`src/hw/rtl/sparse_row_mask_lookup_macros.svh`:
```
// Assertion macros for the sparse row mask lookup block.
// Used by the top level only; needs nothing else.
`ifndef SPARSE_ROW_MASK_LOOKUP_MACROS_SVH
`define SPARSE_ROW_MASK_LOOKUP_MACROS_SVH

// Same-cycle implication, checked outside reset.
`define SRML_ASSERT_NOW(label, clk, rst_n, ante, cons, msg) \
  label: assert property (@(posedge clk) disable iff (!rst_n) (ante) |-> (cons)) \
    else $error(msg);

// Implication checked in the next cycle, outside reset.
`define SRML_ASSERT_NEXT(label, clk, rst_n, ante, cons, msg) \
  label: assert property (@(posedge clk) disable iff (!rst_n) (ante) |=> (cons)) \
    else $error(msg);

`endif

```
`src/hw/rtl/srml_pkg.sv`:
```
// Shared types and constants of the sparse row mask lookup block.
// Used by every module of the block; depends on nothing.
package srml_pkg;

  localparam int DEF_TABLE_ENTRIES = 16;
  localparam int DEF_KEY_BITS      = 32;
  localparam int DEF_VALUE_BITS    = 64;

  localparam int OP_W     = 2;
  localparam int COLUMN_W = 32;
  localparam int VALUE_W  = 64;
  localparam int SLOT_W   = 32;
  localparam int STATUS_W = 2;

  typedef enum logic [OP_W-1:0] {
    OP_CLEAR  = 2'd0,
    OP_INSERT = 2'd1,
    OP_QUERY  = 2'd2
  } op_t;

  typedef enum logic [STATUS_W-1:0] {
    ST_DONE = 2'd0,
    ST_HIT  = 2'd1,
    ST_MISS = 2'd2,
    ST_FULL = 2'd3
  } status_t;

  // Outcome of the key search for the request in the input register.
  typedef struct packed {
    logic hit;
    logic full;
  } lookup_t;

endpackage

```
`src/hw/rtl/srml_table.sv`:
```
// Associative key/value table with a parallel key compare and in-order fill.
// Depends on srml_pkg.
module srml_table #(
  parameter int TABLE_ENTRIES = srml_pkg::DEF_TABLE_ENTRIES,
  parameter int KEY_W         = srml_pkg::DEF_KEY_BITS,
  parameter int VAL_W         = srml_pkg::DEF_VALUE_BITS
) (
  input  logic                clk,
  input  logic                rst_n,
  input  logic                req_valid,
  input  srml_pkg::op_t       req_op,
  input  logic [KEY_W-1:0]    req_key,
  input  logic [VAL_W-1:0]    req_value,
  output srml_pkg::lookup_t   look,
  output logic [VAL_W-1:0]    hit_value
);
  import srml_pkg::*;

  localparam int CNT_W = $clog2(TABLE_ENTRIES + 1);

  logic [KEY_W-1:0]         key_r   [TABLE_ENTRIES];
  logic [VAL_W-1:0]         value_r [TABLE_ENTRIES];
  logic [TABLE_ENTRIES-1:0] valid_r;
  logic [CNT_W-1:0]         fill_r;
  logic [TABLE_ENTRIES-1:0] hit_vec;
  logic                     do_insert;
  logic                     do_append;

  always_comb begin
    for (int i = 0; i < TABLE_ENTRIES; i++) begin
      hit_vec[i] = valid_r[i] && (key_r[i] == req_key);
    end
  end

  // Keys among valid entries are unique, so at most one bit of hit_vec is set
  // and an AND-OR select gives the stored value.
  always_comb begin
    hit_value = '0;
    for (int i = 0; i < TABLE_ENTRIES; i++) begin
      hit_value = hit_value | (value_r[i] & {VAL_W{hit_vec[i]}});
    end
  end

  assign look.hit  = |hit_vec;
  assign look.full = (fill_r == CNT_W'(TABLE_ENTRIES));

  assign do_insert = req_valid && (req_op == OP_INSERT);
  assign do_append = do_insert && !look.hit && !look.full;

  always_ff @(posedge clk) begin
    if (!rst_n) begin
      valid_r <= '0;
      fill_r  <= '0;
    end else if (req_valid) begin
      case (req_op)
        OP_CLEAR: begin
          valid_r <= '0;
          fill_r  <= '0;
        end
        OP_INSERT: begin
          if (do_append) begin
            for (int i = 0; i < TABLE_ENTRIES; i++) begin
              if (fill_r == CNT_W'(i)) begin
                valid_r[i] <= 1'b1;
              end
            end
            fill_r <= fill_r + CNT_W'(1);
          end
        end
        default: begin
        end
      endcase
    end
  end

  always_ff @(posedge clk) begin
    for (int i = 0; i < TABLE_ENTRIES; i++) begin
      if (do_insert && hit_vec[i]) begin
        value_r[i] <= req_value;
      end else if (do_append && (fill_r == CNT_W'(i))) begin
        key_r[i]   <= req_key;
        value_r[i] <= req_value;
      end
    end
  end

endmodule

```
`src/hw/rtl/srml_result.sv`:
```
// Result formation and result register: status code, echoed slot, value.
// Depends on srml_pkg.
module srml_result #(
  parameter int VAL_W = srml_pkg::DEF_VALUE_BITS
) (
  input  logic                          clk,
  input  logic                          rst_n,
  input  logic                          req_valid,
  input  srml_pkg::op_t                 req_op,
  input  logic [srml_pkg::SLOT_W-1:0]   req_slot,
  input  srml_pkg::lookup_t             look,
  input  logic [VAL_W-1:0]              hit_value,
  output logic                          out_valid,
  output logic [srml_pkg::VALUE_W-1:0]  out_result_value,
  output logic [srml_pkg::SLOT_W-1:0]   out_result_slot,
  output logic [srml_pkg::STATUS_W-1:0] out_status
);
  import srml_pkg::*;

  logic                valid_r;
  logic [VALUE_W-1:0]  value_r;
  logic [VALUE_W-1:0]  value_nxt;
  logic [SLOT_W-1:0]   slot_r;
  logic [SLOT_W-1:0]   slot_nxt;
  status_t             status_r;
  status_t             status_nxt;

  always_comb begin
    value_nxt  = '0;
    slot_nxt   = '0;
    status_nxt = ST_DONE;
    case (req_op)
      OP_CLEAR: begin
        status_nxt = ST_DONE;
      end
      OP_INSERT: begin
        if (!look.hit && look.full) begin
          status_nxt = ST_FULL;
        end
      end
      OP_QUERY: begin
        slot_nxt = req_slot;
        if (look.hit) begin
          value_nxt  = VALUE_W'(hit_value);
          status_nxt = ST_HIT;
        end else begin
          status_nxt = ST_MISS;
        end
      end
      default: begin
        status_nxt = ST_DONE;
      end
    endcase
  end

  always_ff @(posedge clk) begin
    if (!rst_n) begin
      valid_r <= 1'b0;
    end else begin
      valid_r <= req_valid;
    end
  end

  always_ff @(posedge clk) begin
    value_r  <= value_nxt;
    slot_r   <= slot_nxt;
    status_r <= status_nxt;
  end

  assign out_valid        = valid_r;
  assign out_result_value = value_r;
  assign out_result_slot  = slot_r;
  assign out_status       = status_r;

endmodule

```
`src/hw/rtl/sparse_row_mask_lookup.sv`:
```
// Top level of the sparse row mask lookup block: input register, table, result.
// Depends on srml_pkg, srml_table, srml_result and the assertion macro header.
//
// Usage:
//   A request is taken at a rising edge with start high and busy low. busy is
//   never raised, so one request can be issued in every cycle. in_op selects
//   new row (empties the table), insert (store in_column with in_value; a
//   repeated column overwrites) or query (look up in_column, echo in_slot).
//   Each request gives exactly one result, shown for one cycle with out_valid
//   high, after it passes the input register and then the parallel key compare
//   into the result register. Throughput is one request per cycle; the single
//   compare-and-update pass over the table registers sets that figure.
//   The receiver cannot stall; a result is taken in the cycle it is shown.
//   An insert of a new column into a full table is dropped with status full.
//   Synchronous reset empties the table and discards requests in flight.
`include "sparse_row_mask_lookup_macros.svh"

module sparse_row_mask_lookup #(
  parameter int TABLE_ENTRIES = srml_pkg::DEF_TABLE_ENTRIES,
  parameter int KEY_BITS      = srml_pkg::DEF_KEY_BITS,
  parameter int VALUE_BITS    = srml_pkg::DEF_VALUE_BITS
) (
  input  logic                          clk,
  input  logic                          rst_n,
  input  logic                          start,
  output logic                          busy,
  input  logic [srml_pkg::OP_W-1:0]     in_op,
  input  logic [srml_pkg::COLUMN_W-1:0] in_column,
  input  logic [srml_pkg::VALUE_W-1:0]  in_value,
  input  logic [srml_pkg::SLOT_W-1:0]   in_slot,
  output logic                          out_valid,
  output logic [srml_pkg::VALUE_W-1:0]  out_result_value,
  output logic [srml_pkg::SLOT_W-1:0]   out_result_slot,
  output logic [srml_pkg::STATUS_W-1:0] out_status
);
  import srml_pkg::*;

  // Keys wider than the column field keep only the column bits.
  localparam int KEY_W = (KEY_BITS > COLUMN_W) ? COLUMN_W : KEY_BITS;

  logic              accept;
  logic              req_valid_r;
  op_t               req_op_r;
  logic [KEY_W-1:0]  req_key_r;
  logic [VALUE_BITS-1:0] req_value_r;
  logic [SLOT_W-1:0] req_slot_r;
  lookup_t           look;
  logic [VALUE_BITS-1:0] hit_value;

  assign busy   = 1'b0;
  assign accept = start && !busy;

  always_ff @(posedge clk) begin
    if (!rst_n) begin
      req_valid_r <= 1'b0;
    end else begin
      req_valid_r <= accept;
    end
  end

  always_ff @(posedge clk) begin
    if (accept) begin
      req_op_r    <= op_t'(in_op);
      req_key_r   <= in_column[KEY_W-1:0];
      req_value_r <= in_value[VALUE_BITS-1:0];
      req_slot_r  <= in_slot;
    end
  end

  srml_table #(
    .TABLE_ENTRIES (TABLE_ENTRIES),
    .KEY_W         (KEY_W),
    .VAL_W         (VALUE_BITS)
  ) u_table (
    .clk       (clk),
    .rst_n     (rst_n),
    .req_valid (req_valid_r),
    .req_op    (req_op_r),
    .req_key   (req_key_r),
    .req_value (req_value_r),
    .look      (look),
    .hit_value (hit_value)
  );

  srml_result #(
    .VAL_W (VALUE_BITS)
  ) u_result (
    .clk              (clk),
    .rst_n            (rst_n),
    .req_valid        (req_valid_r),
    .req_op           (req_op_r),
    .req_slot         (req_slot_r),
    .look             (look),
    .hit_value        (hit_value),
    .out_valid        (out_valid),
    .out_result_value (out_result_value),
    .out_result_slot  (out_result_slot),
    .out_status       (out_status)
  );

  // Every request taken is answered by a result strobe.
  `SRML_ASSERT_NEXT(a_req_answered, clk, rst_n, accept, ##1 out_valid, "request lost")
  // A result strobe always stems from a request that was taken.
  `SRML_ASSERT_NOW(a_no_spurious, clk, rst_n, out_valid, $past(accept, 2), "spurious result")
  // Only a query hit carries stored bits.
  `SRML_ASSERT_NOW(a_value_on_hit, clk, rst_n, out_valid && (out_status != ST_HIT), out_result_value == '0, "value without hit")
  // A dropped insert is not a query, so it echoes no slot.
  `SRML_ASSERT_NOW(a_full_no_slot, clk, rst_n, out_valid && (out_status == ST_FULL), out_result_slot == '0, "slot on dropped insert")

endmodule

```
`config.mk`:
```
export PLATFORM = sky130hd
export DESIGN_NAME = sparse_row_mask_lookup
export DESIGN_NICKNAME = d
export VERILOG_FILES = /design/src/hw/rtl/srml_pkg.sv /design/src/hw/rtl/srml_table.sv /design/src/hw/rtl/srml_result.sv /design/src/hw/rtl/sparse_row_mask_lookup.sv
export VERILOG_INCLUDE_DIRS = /design/src /design/src/hw/rtl
export SDC_FILE = /design/constraint.sdc
export NUM_CORES = 2
export LEC_CHECK = 0
export CORE_MARGIN = 3
export CORE_UTILIZATION = 45
export DETAILED_ROUTE_END_ITERATION = 16
export DONT_BUFFER_PORTS = 1
export SLEW_MARGIN = 20
export SYNTH_ARGS = -nofsm -noshare
export SYNTH_HDL_FRONTEND = slang
export SYNTH_SLANG_ARGS = --single-unit
```
`constraint.sdc`:
```
create_clock -name clk -period 10 [get_ports clk]
set_input_delay 1 -clock clk [delete_from_list [all_inputs] [get_ports clk]]
set_output_delay 1 -clock clk [all_outputs]
set_load 0.02 [all_outputs]
```
==> key figures <==
Global routing
  • Largest net degree at the start of global routing: 132
  • GRT overflow: 0
  • Vias in the first global route: 32800
  • Global-route wire length before repair: 237000 um
  • Initial antenna violation count: 10
  • Global-route usage over all layers: 0.217

Final layout
  • Layout net count: 3708
  • Post-route design area: 74000 um2
  • Fill cells: 11500
  • Commonest non-fill, non-tap cell in the layout: edfxtp_1
  • Most frequent cells in the layout: edfxtp_1 (1666), xor2_1 (461), a22o_1 (192), a221oi_1 (192), clkbuf_16 (183)
  • Non-filler cells in the finished layout: 5626
  • Layout cells sized above 1: 0.115
  • Core Util, Final: 0.513
  • Area growth, synth to finish: 12.5%

Yosys
  • Post-Synth Adder-Cell Area: 0.00152
  • Synth warn: 0
  • XOR/XNOR Fraction of Synth Area: 0.0674
  • Syn avg cell area: 18.9 um2
  • Mapped Cells: 3484
  • Yosys reg bits: 1787
  • Largest family of logic cells by synthesized area: compound AO/OA/AOI/OAI gates
  • Mapped Nets: 3625
  • Post-Synth Simple-Gate Area: 0.0337
  • Syn Std Cell Area: 65800 um2
  • Post-synth EDFFs: 1666
  • Post-synth ARST share: 0
  • Area fraction in compound gates after synthesis: 0.0781
  • Post-synthesis sequential area ratio: 0.797
  • Post-synthesis mux area share: 0.000152
  • Distinct cells, synth: 54
  • Primary FF master, synth: edfxtp_1

STA
  • RSZ-0062 raised after global routing: no
  • Post-route minimum period: 5.91 ns
  • Final cycle utilization of the critical path: 0.591
  • Achievable frequency: 169 MHz
  • Max-slew headroom: 0.222
  • Clock Skew: 0.0553 ns
  • Final setup fails: 0
  • Worst-margin pin slew: 1.17 ns
  • TNS Setup: 0 ns
  • Hold Vio Cnt, Final: 0
  • Fin. max-slew vios: 0

Floorplanning
  • Row count: 139
  • Die area: 151000 um2
  • Ports: 233
  • Die X: 388 um
  • Initial Util: 0.456
  • Core ar.: 144000 um2
  • Die height: 388 um

Worst setup path
  • CP bufs+invs: 4
  • Data required, critical path: 10.42 ns
  • Worst-path cell chain: buf_4 -> xor2_1 -> nor4_1 -> nand4_1 -> nor3_2 -> buf_4 -> nor4_2 -> nand4_4 -> nor4_2 -> buf_4 -> a21o_4 -> buf_4
  • Startpoint types: flip-flop
  • Max stage delay cell, worst path: buf_4
  • CP Max Fanout: 53
  • Worst EP arrival: 6.32 ns
  • Critical Path End Type: flip-flop
  • Crit Path Class: flip-flop to flip-flop
  • Delay-heaviest family, CP: buffers and inverters
  • CP max stage delay: 0.89 ns
  • Cell mode on critical path: buf_4

CTS
  • CTS sink cnt: 1787
  • CTS tree: done
  • Root Driver: clkbuf_16
  • Worst-Skew Late Latency: 0.82 ns
  • CTS Hold Bufs: 0
  • CTS HTree Levels: 4
  • Clock transition at path regs: 0.06 ns
  • Number of gates resized after cts: 0
  • CTS Buffer Depth: 3
  • # Post-CTS Setup Buffers: 0
  • CTS Buf Count: 178

Hold path
  • HP Class: input port to flip-flop

Placed design
  • I/O Buffers: 0
  • Cells after DPL: 5290
  • Post-DP HPWL: 85500 um
  • Final Wtd Congestion: 0.763
  • Post-DP Area: 67900 um2

Power and ir drop
  • Max VDD drop: 188 uV
  • Total power: 0.0156 W
  • Power per cell area: 211 nW/um2
  • Leak Pwr: 23.3 nW

Routing
  • Wirelength per Cell: 29.5 um
  • DRT Wirelength: 166000 um
  • Vias: 33000
  • Iter 0 DRT Violations: 3425
  • Via-per-instance ratio: 5.87
  • # DRC: 0
  • Final antenna-violating net count: 0
  • Drt first pass iters: 5

Job
  • Max-cap violations: 0

Outcome
  • Outcome: finished, final reports clean
## Yosys cell counts, drive strengths merged (5+ instances only)
master,instances,area share
o21ai,8,0.00061
buf,167,0.019
xnor2,45,0.0060
a31oi,65,0.0062
o21a,16,0.0018
and3,64,0.0061
nand4,23,0.0023
xor2,461,0.061
a22oi,128,0.015
a21o,14,0.0016
dfxtp,121,0.037
nand3,32,0.0024
nand2,14,0.00080
edfxtp,1666,0.76
inv,14,0.00080
a22o,193,0.026
nor3,30,0.0031
ha,8,0.0015
and2,36,0.0034
clkbuf,29,0.0017
a221oi,192,0.026
nor4,125,0.014
nor2,5,0.00029
## final timing paths
check	from	end	slack (ns)	cells after the start
worst max register to register	req_key_r[7]	u_table.value_r[0][405]	4.09	12
worst min-delay path	in_value[33]	req_value_r[33]	0.28	0
worst min register to register	req_slot_r[2]	u_result.out_result_slot[2]	0.44	1
worst max-delay path	req_key_r[7]	u_table.value_r[0][405]	4.09	12
## through the flow
| step | worst slack [ns] | hold WS, ns |
|---|---|---|
| after floorplan | 3.04 | 0.425 |
| after global placement | 3.76 | 0.427 |
| after detailed placement | 4.10 | 0.433 |
| after CTS | 4.07 | 0.203 |
| after global routing | 3.80 | 0.225 |
| final | 4.09 | 0.278 |
## where the power goes
group / internal (W) / switching (W)
Sequential: 0.00829 / 0.000124
Clock: 0.00404 / 0.00284
Combinational: 0.0000969 / 0.000250
## cell type report
cell class / count / area (um2) / area share
Clock inverter: 90 / 1110 / 0.0150
Antenna cell: 6 / 15.0 / 0.000203
Inverter: 14 / 52.6 / 0.000710
Multi-Input combinational cell: 1487 / 12200 / 0.165
Timing Repair Buffer: 99 / 743 / 0.0100
Clock buffer: 240 / 5020 / 0.0679
Tap cell: 1903 / 2380 / 0.0322
Sequential cell: 1787 / 52500 / 0.709
## routing by layer
layer	track usage	wire length [um]	share of wire	vias to the layer above
met5	0	0	0	-
met1	0.300	69800	0.42	17200
li1	-	-	-	14200
met4	0.0677	4310	0.026	0
met3	0.0430	12100	0.073	249
met2	0.350	79700	0.48	1382
## worst reg2reg max path, cell delays in order, from the launching register on
cell and delay (ns):
edfxtp_1 0.74, buf_4 0.48, xor2_1 0.19, nor4_1 0.10, nand4_1 0.09, nor3_2 0.06
buf_4 0.36, nor4_2 0.58, nand4_4 0.66, nor4_2 0.51, buf_4 0.50, a21o_4 0.30
buf_4 0.90
## cell families after synthesis
family                   Yosys count
AND/OR/NAND/NOR                  340
XOR/XNOR                         506
flip-flops                      1787
multiplexers                       1
buffers and inverters            210
other                              1
adder cells (fa/ha/maj)            8
AO/OA/AOI/OAI                    631
## flip-flops by register name (all words and copies together), names as in the netlist
register                   cells
u_table.value_r             1024
u_result.out_result_slot      32
u_result.out_result_value     64
req_op_r                       2
req_value_r                   64
req_slot_r                    32
req_key_r                     32
u_table.valid_r               16
u_result.out_status            2
u_result.out_valid             1
u_table.key_r                512
u_table.fill_r                 5
req_valid_r                    1
No activity file was read; power rests on OpenSTA's default activity.
